$ cat src/nclu_pkg.sv
package nclu_pkg;

	// Defaults for the top-level parameters.
	localparam int CENTER_COUNT_DEF = 64;
	localparam int COORD_BITS_DEF   = 16;

	// Fixed field widths of the item ports.
	localparam int ENTRY_W    = 6;
	localparam int POINT_W    = 16;
	localparam int DIST_OUT_W = 33;

	// Operation codes carried in the opcode field.
	localparam logic OP_LOAD  = 1'b0;
	localparam logic OP_QUERY = 1'b1;

	// Sequencer states, one-hot.
	typedef enum logic [3:0] {
		ST_IDLE  = 4'b0001,
		ST_SCAN  = 4'b0010,
		ST_DRAIN = 4'b0100,
		ST_DONE  = 4'b1000
	} state_t;

	// Control that travels alongside each center sample into the search unit.
	typedef struct packed {
		logic valid;
		logic last;
	} tag_t;

endpackage

$ cat src/nearest_center_lookup_unit.sv
// Channel   Direction  Handshake            Fields
// in        into block in_valid / in_stall   opcode, entry_index, point_x, point_y
// out       from block out_valid / out_stall nearest_index, nearest_distance_sq
//
// A load item writes one cell of the ring; it gives no result. In a query the ring of
// cells rotates once past the single distance unit, which adds two pipeline stages and
// a final update.
// The input is stalled from a query's acceptance until its result enters the output
// register; a result that waits on out_stall blocks only the next query's hand-over.
// Reset clears the sequencer and the output valid; the center cells are not cleared.
module nearest_center_lookup_unit import nclu_pkg::*; #(
	parameter int CENTER_COUNT = CENTER_COUNT_DEF,
	parameter int COORD_BITS   = COORD_BITS_DEF
) (
	input  logic                  clk,
	input  logic                  arst_n,
	input  logic                  in_valid,
	output logic                  in_stall,
	input  logic                  opcode,
	input  logic [ENTRY_W-1:0]    entry_index,
	input  logic [POINT_W-1:0]    point_x,
	input  logic [POINT_W-1:0]    point_y,
	output logic                  out_valid,
	input  logic                  out_stall,
	output logic [ENTRY_W-1:0]    nearest_index,
	output logic [DIST_OUT_W-1:0] nearest_distance_sq
);

	// Index width of the table, kept at one bit for a single-entry table.
	localparam int IDX_W  = (CENTER_COUNT > 1) ? $clog2(CENTER_COUNT) : 1;
	// Width at which the incoming slot number is matched against cell positions.
	localparam int SEL_W  = (IDX_W > ENTRY_W) ? IDX_W : ENTRY_W;
	localparam int DIST_W = 2 * COORD_BITS + 1;

	state_t                state_q;
	logic [IDX_W-1:0]      cnt_q;
	logic                  cnt_last;
	logic                  in_acc;
	logic                  load_acc;
	logic                  query_acc;
	logic [COORD_BITS-1:0] px;
	logic [COORD_BITS-1:0] py;
	logic [COORD_BITS-1:0] qx_q;
	logic [COORD_BITS-1:0] qy_q;
	logic [SEL_W-1:0]      entry_sel;
	logic                  shift_en;

	logic [COORD_BITS-1:0] cell_x [CENTER_COUNT];
	logic [COORD_BITS-1:0] cell_y [CENTER_COUNT];

	tag_t                  feed_tag;
	logic                  search_done;
	logic [IDX_W-1:0]      best_idx;
	logic [DIST_W-1:0]     best_dist;

	logic                  out_valid_q;
	logic [ENTRY_W-1:0]    out_idx_q;
	logic [DIST_OUT_W-1:0] out_dist_q;
	logic                  out_load;

	// Items are taken only while the sequencer is idle, so a load never lands
	// in the ring while it is rotated away from its home positions.
	assign in_stall  = !(state_q == ST_IDLE);
	assign in_acc    = in_valid && !in_stall;
	assign load_acc  = in_acc && (opcode == OP_LOAD);
	assign query_acc = in_acc && (opcode == OP_QUERY);

	// Coordinates are used in their low COORD_BITS bits.
	assign px        = COORD_BITS'(point_x);
	assign py        = COORD_BITS'(point_y);
	assign entry_sel = SEL_W'(entry_index);

	assign shift_en  = (state_q == ST_SCAN);
	assign cnt_last  = (cnt_q == IDX_W'(CENTER_COUNT - 1));

	// The ring: cell k takes the center of cell k+1, and the last cell takes
	// cell zero's, so after CENTER_COUNT shifts every center is back home.
	// Cell zero always presents the center whose index the scan counter holds.
	for (genvar k = 0; k < CENTER_COUNT; k++) begin : g_cell
		nclu_cell #(
			.COORD_BITS(COORD_BITS)
		) u_cell (
			.clk      (clk),
			.ld_en    (load_acc && (entry_sel == SEL_W'(k))),
			.ld_x     (px),
			.ld_y     (py),
			.shift_en (shift_en),
			.nb_x     (cell_x[(k + 1) % CENTER_COUNT]),
			.nb_y     (cell_y[(k + 1) % CENTER_COUNT]),
			.x        (cell_x[k]),
			.y        (cell_y[k])
		);
	end

	// The query point is held for the whole scan.
	always_ff @(posedge clk) begin
		if (query_acc) begin
			qx_q <= px;
			qy_q <= py;
		end
	end

	// Sequencer: idle, rotate the ring once, wait for the last sample to leave
	// the distance pipeline, then hand the winner to the output register.
	always_ff @(posedge clk or negedge arst_n) begin
		if (!arst_n) begin
			state_q <= ST_IDLE;
			cnt_q   <= '0;
		end else begin
			unique case (state_q)
				ST_IDLE: begin
					if (query_acc) begin
						state_q <= ST_SCAN;
						cnt_q   <= '0;
					end
				end
				ST_SCAN: begin
					if (cnt_last) begin
						state_q <= ST_DRAIN;
						cnt_q   <= '0;
					end else begin
						cnt_q <= cnt_q + IDX_W'(1);
					end
				end
				ST_DRAIN: begin
					if (search_done) begin
						state_q <= ST_DONE;
					end
				end
				ST_DONE: begin
					if (out_load) begin
						state_q <= ST_IDLE;
					end
				end
				default: begin
					state_q <= ST_IDLE;
					cnt_q   <= '0;
				end
			endcase
		end
	end

	assign feed_tag.valid = shift_en;
	assign feed_tag.last  = shift_en && cnt_last;

	nclu_search #(
		.COORD_BITS(COORD_BITS),
		.IDX_W     (IDX_W)
	) u_search (
		.clk       (clk),
		.arst_n    (arst_n),
		.feed_tag  (feed_tag),
		.feed_idx  (cnt_q),
		.qx        (qx_q),
		.qy        (qy_q),
		.cx        (cell_x[0]),
		.cy        (cell_y[0]),
		.done      (search_done),
		.best_idx  (best_idx),
		.best_dist (best_dist)
	);

	// Output register: filled from the search result once any earlier result
	// has been taken or is being taken in this cycle.
	assign out_load = (state_q == ST_DONE) && (!out_valid_q || !out_stall);

	always_ff @(posedge clk or negedge arst_n) begin
		if (!arst_n) begin
			out_valid_q <= 1'b0;
		end else if (out_load) begin
			out_valid_q <= 1'b1;
		end else if (!out_stall) begin
			out_valid_q <= 1'b0;
		end
	end

	always_ff @(posedge clk) begin
		if (out_load) begin
			out_idx_q  <= ENTRY_W'(best_idx);
			out_dist_q <= DIST_OUT_W'(best_dist);
		end
	end

	assign out_valid           = out_valid_q;
	assign nearest_index       = out_idx_q;
	assign nearest_distance_sq = out_dist_q;

	// A new result only ever comes from a finished search.
	a_out_from_done: assert property (@(posedge clk) disable iff (!arst_n)
		$rose(out_valid) |-> $past(state_q == ST_DONE))
		else $error("result raised without a finished search");

	// The ring must be home, with the counter cleared, whenever items are taken.
	a_idle_home: assert property (@(posedge clk) disable iff (!arst_n)
		(state_q == ST_IDLE) |-> (cnt_q == '0))
		else $error("scan counter not home while idle");

	// The last sample leaves the distance pipeline only while draining.
	a_done_in_drain: assert property (@(posedge clk) disable iff (!arst_n)
		search_done |-> (state_q == ST_DRAIN))
		else $error("search finished outside the drain state");

	// A scan always ends after exactly one pass, entering the drain state next.
	a_scan_end: assert property (@(posedge clk) disable iff (!arst_n)
		(shift_en && cnt_last) |=> (state_q == ST_DRAIN))
		else $error("scan did not stop after the last center");

endmodule

$ cat src/nclu_cell.sv
module nclu_cell import nclu_pkg::*; #(
	parameter int COORD_BITS = COORD_BITS_DEF
) (
	input  logic                  clk,
	input  logic                  ld_en,
	input  logic [COORD_BITS-1:0] ld_x,
	input  logic [COORD_BITS-1:0] ld_y,
	input  logic                  shift_en,
	input  logic [COORD_BITS-1:0] nb_x,
	input  logic [COORD_BITS-1:0] nb_y,
	output logic [COORD_BITS-1:0] x,
	output logic [COORD_BITS-1:0] y
);

	logic [COORD_BITS-1:0] x_q;
	logic [COORD_BITS-1:0] y_q;

	// A cell either takes a new center from a load or passes its neighbour's
	// center along the ring while a query is scanning; otherwise it holds its center.
	always_ff @(posedge clk) begin
		priority if (ld_en) begin
			x_q <= ld_x;
			y_q <= ld_y;
		end else if (shift_en) begin
			x_q <= nb_x;
			y_q <= nb_y;
		end else begin
			x_q <= x_q;
			y_q <= y_q;
		end
	end

	assign x = x_q;
	assign y = y_q;

endmodule

$ cat src/nclu_search.sv
module nclu_search import nclu_pkg::*; #(
	parameter int COORD_BITS = COORD_BITS_DEF,
	parameter int IDX_W = 6,
	localparam int DIST_W = 2 * COORD_BITS + 1
) (
	input  logic                  clk,
	input  logic                  arst_n,
	input  tag_t                  feed_tag,
	input  logic [IDX_W-1:0]      feed_idx,
	input  logic [COORD_BITS-1:0] qx,
	input  logic [COORD_BITS-1:0] qy,
	input  logic [COORD_BITS-1:0] cx,
	input  logic [COORD_BITS-1:0] cy,
	output logic                  done,
	output logic [IDX_W-1:0]      best_idx,
	output logic [DIST_W-1:0]     best_dist
);

	localparam int SQ_W = 2 * COORD_BITS;

	tag_t                  tag_s1;
	tag_t                  tag_s2;
	logic [IDX_W-1:0]      idx_s1;
	logic [IDX_W-1:0]      idx_s2;
	logic [COORD_BITS-1:0] dx_s1;
	logic [COORD_BITS-1:0] dy_s1;
	logic [SQ_W-1:0]       sqx_s2;
	logic [SQ_W-1:0]       sqy_s2;
	logic [DIST_W-1:0]     dist_sum;
	logic [IDX_W-1:0]      best_idx_q;
	logic [DIST_W-1:0]     best_dist_q;
	logic                  take;

	always_ff @(posedge clk or negedge arst_n) begin
		if (!arst_n) begin
			tag_s1 <= '0;
			tag_s2 <= '0;
		end else begin
			tag_s1 <= feed_tag;
			tag_s2 <= tag_s1;
		end
	end

	// Stage one: absolute coordinate differences.
	always_ff @(posedge clk) begin
		idx_s1 <= feed_idx;
		dx_s1  <= (qx >= cx) ? (qx - cx) : (cx - qx);
		dy_s1  <= (qy >= cy) ? (qy - cy) : (cy - qy);
	end

	// Stage two: one square per axis.
	always_ff @(posedge clk) begin
		idx_s2 <= idx_s1;
		sqx_s2 <= SQ_W'(dx_s1) * SQ_W'(dx_s1);
		sqy_s2 <= SQ_W'(dy_s1) * SQ_W'(dy_s1);
	end

	assign dist_sum = DIST_W'(sqx_s2) + DIST_W'(sqy_s2);

	// Entry zero always opens the search; afterwards only a strictly smaller
	// distance replaces the candidate, so ties keep the lower index.
	assign take = tag_s2.valid && ((idx_s2 == '0) || (dist_sum < best_dist_q));

	always_ff @(posedge clk) begin
		if (take) begin
			best_idx_q  <= idx_s2;
			best_dist_q <= dist_sum;
		end
	end

	assign done      = tag_s2.valid && tag_s2.last;
	assign best_idx  = best_idx_q;
	assign best_dist = best_dist_q;

endmodule

$ cat config.mk
export PLATFORM = sky130hd
export DESIGN_NAME = nearest_center_lookup_unit
export DESIGN_NICKNAME = d
export VERILOG_FILES = /design/src/nclu_pkg.sv /design/src/nearest_center_lookup_unit.sv /design/src/nclu_cell.sv /design/src/nclu_search.sv
export SDC_FILE = /design/constraint.sdc
export NUM_CORES = 2
export LEC_CHECK = 0
export BUFFER_PORTS_ARGS = -buffer_cell sky130_fd_sc_hd__buf_2
export CORE_ASPECT_RATIO = 1.75
export CORE_UTILIZATION = 25
export DETAILED_ROUTE_END_ITERATION = 8
export SLEW_MARGIN = 20
export SYNTH_ARGS = -nofsm -noshare
export SYNTH_HDL_FRONTEND = slang
export SYNTH_SLANG_ARGS = --single-unit
$ cat constraint.sdc
create_clock -name clk -period 8.4 [get_ports clk]
set_input_delay 0.84 -clock clk [delete_from_list [all_inputs] [get_ports clk]]
set_output_delay 0.84 -clock clk [all_outputs]
set_load 0.01 [all_outputs]
==> summary.txt <==
Status
  – Status: finished, final reports clean

Floorplanning
  – FP Rows: 327
  – Die Height: around 900 um
  – Num ports: 84
  – Core area: 0.454 sq mm
  – Die span in x: 513 um
  – Die area: 0.459 sq mm
  – Initial Util: 0.251

STA
  – Count of final setup violators: 0
  – Fin. Hold Viols: 0
  – RSZ-0062 raised after global routing: false
  – Final WS setup: 1.41 ns
  – Post-route setup TNS: 0 ns
  – Measured slew at the worst slew-check pin: around 1.1 ns
  – Fin. max-slew vios: 0
  – Worst-case clock skew: 0.107 ns
  – Post-layout min period: 6.99 ns
  – Fmax: 143 MHz
  – Fin crit share: 0.832
  – Slew headroom: 0.278

Synthesis
  – Post-synth EDFFs: 2158
  – Top post-synthesis cells by count: edfxtp_1, mux2_2, inv_1, fa_1, nand2_1
  – Yosys top cell by area: edfxtp_1
  – Sequential area share after synthesis: 0.590
  – Top-count cell post-synth: edfxtp_1
  – Fraction of registers with async set/reset: 0.00658
  – Post-synth top area share: 0.568
  – Post-synth top flop: edfxtp_1
  – Syn Inst Count: 7577
  – Syn nets: ~8.3k
  – Avg Inst Size Synth: 15.1 sq um
  – Ys Warns: 0
  – Top cells by area, synth: edfxtp_1, mux2_2, fa_1, ha_1, mux2_1
  – Count of cell types in the netlist: 94
  – Mapped Area: between 0.1 and 0.15 sq mm
  – Seq cells post-synth: 2279

Critical path
  – Startpoint Class: flip-flop
  – RR Startpoint: u_search.dy_s1[9]
  – CP max FO: 11
  – Crit path launch: u_search.dy_s1[9]
  – CP arrival: 7.75 ns
  – Worst EP required: just over 9 ns
  – CP endpoint kind: flip-flop
  – Crit path kind: reg2reg

Clocking
  – Cts bufs inserted: 217
  – Maximum root-to-sink buffer count: 4
  – CTS H-tree depth: 4
  – Clock sink count: 2279
  – CTS tree: done
  – Worst skew pair latency: 0.91 ns
  – Root Buffer: clkbuf_16
  – Setup repair bufs after CTS: 0
  – Worst-path clk slew: approximately 0.070 ns

Global route
  – Met1 Use GR: 0.124
  – Vias in the first global route: ~67k
  – Largest net degree at the start of global routing: 70
  – Initial antenna violation count: 28
  – Global-route wire length before repair: 411000 um
  – M2 GR Usage: 0.224
  – M3 GR Usage: 0.0144
  – GRT Util Overall: 0.114
  – GR peak layer: met2
  – GRT overflow: 0

Finish
  – Fraction of layout cells with a size suffix above 1: 0.310
  – # nets final: between 8k and 9k
  – P&R area growth vs syn: 11.9%
  – Final Core Density: 0.281
  – Fin area: 0.128 sq mm
  – Fill cells: 45.1k

Place
  – Placer Congestion: 0.844
  – Pre-CTS WS: 1.29 ns
  – I/O Buffers: 83
  – Dpl cell area: 0.121 sq mm
  – Detail Placement HPWL: around 180000 um

Routing
  – Routed len/inst: 19.5 um
  – DRT antenna net count: 0
  – DRC violations left: 0
  – Detailed Routing Iterations Pass 1: 7
  – Vias: 60.1k
  – Vias per cell: about 4.4
  – DRT iter0 DRCs: 3568
  – Final WL: between 200000 and 300000 um

Worst hold path
  – Hold Crit Start: point_x[7]
  – Hold WC Path Type: in2reg

Job
  – MaxCap Viol Count: 0
-- stage by stage --
step,hold slack [ns],cells
floorplan,0.310,7577
global route,0.185,13565
finish,0.243,13577
detailed placement,0.312,13171
CTS,0.177,13560
global placement,0.314,13170
-- repair_timing --
action / 4_1_cts / 5_1_grt
endpoints found under the hold margin: 14 / 0
hold buffers: 1 / 0
resized for setup: 0 / 0
-- layer usage --
layer,vias to the layer above,part of all wire
li1,27312,-
met4,14,0.033
met1,31222,0.38
met3,447,0.035
met5,-,0.00033
met2,1113,0.56
-- area by class of cell --
type	count	area, sq um	share of cell area
sequential	2279	67300	0.527
multi-input combinational	4130	42200	0.330
tap	5922	7410	0.0580
clock buffer	255	5630	0.0441
inverter	629	2360	0.0185
timing repair buffer	216	1600	0.0125
clock inverter	133	1220	0.00955
antenna	13	32.5	0.000255
-- cells in the final DEF, fill, tap and decap left out, types with 41 or more instances in the layout --
cell / Yosys / routed
and2_1: 80 / 80
buf_4: 36 / 158
nand2_1: 328 / 324
buf_2: 79 / 51
fa_1: 328 / 328
a21o_1: 75 / 75
edfxtp_1: 2158 / 2158
inv_1: 628 / 631
mux2_1: 289 / 289
clkinv_1: 1 / 44
a21oi_1: 128 / 127
dfxtp_1: 106 / 106
clkbuf_16: 0 / 219
nand3_1: 48 / 47
mux2_2: 1730 / 1730
xor2_1: 42 / 42
xnor2_1: 82 / 82
nor2_1: 132 / 116
ha_1: 326 / 326
o21ai_0: 139 / 113
clkinv_2: 0 / 41
-- final timing paths --
check / cells past startpoint / slack [ns] / end
max in group asynchronous: 2 / 7.67 / state_q[0]
worst min register to register: 0 / 0.32 / u_search.idx_s2[4]
worst max register to register: 20 / 1.41 / u_search.sqy_s2[24]
worst max-delay path: 20 / 1.41 / u_search.sqy_s2[24]
worst min-delay path: 1 / 0.24 / qx_q[7]
min in group asynchronous: 2 / 0.42 / state_q[3]
-- flip-flops by register name, indices dropped and copies added, names as in the netlist --
signal,flops
u_search.idx_s2,6
u_search.dx_s1,16
u_search.tag_s1,2
u_search.sqx_s2,31
qy_q,16
u_search.idx_s1,6
u_search.best_idx,6
u_search.best_dist,33
qx_q,16
u_search.dy_s1,16
nearest_distance_sq,33
g_cell.u_cell.x,1024
g_cell.u_cell.y,1024
state_q,4
nearest_index,6
u_search.sqy_s2,31
out_valid,1
u_search.tag_s2,2
cnt_q,6
-- cells by family (layout without fill, tap and decap cells) --
logic type	Yosys count	count (layout)	synth area share
other	0	13	0
XOR/XNOR	124	124	0.00952
AO/OA/AOI/OAI	528	528	0.0303
adder cells (fa/ha/maj)	654	654	0.0933
multiplexers	2034	2034	0.201
AND/OR/NAND/NOR	790	790	0.0336
flip-flops	2279	2279	0.590
buffers and inverters	1168	1233	0.0426
-- worst max-delay path: stages (launching register included) --
cell and delay [ns]:
dfxtp_1 0.69, inv_1 0.41, nor2_1 0.39, inv_1 0.10
fa_1 0.48, fa_1 0.40, inv_1 0.07, fa_1 0.44
fa_1 0.52, fa_1 0.53, inv_1 0.06, fa_1 0.52
inv_1 0.05, ha_1 0.38, a21oi_1 0.21, o21ai_0 0.11
a21o_1 0.20, a221oi_1 0.61, a21boi_0 0.28, nor4b_1 0.31
a311oi_1 0.08
Power is left out: the tool's default activity adds up to more than one toggle a clock period on the data nets, which glitch-free logic cannot reach.
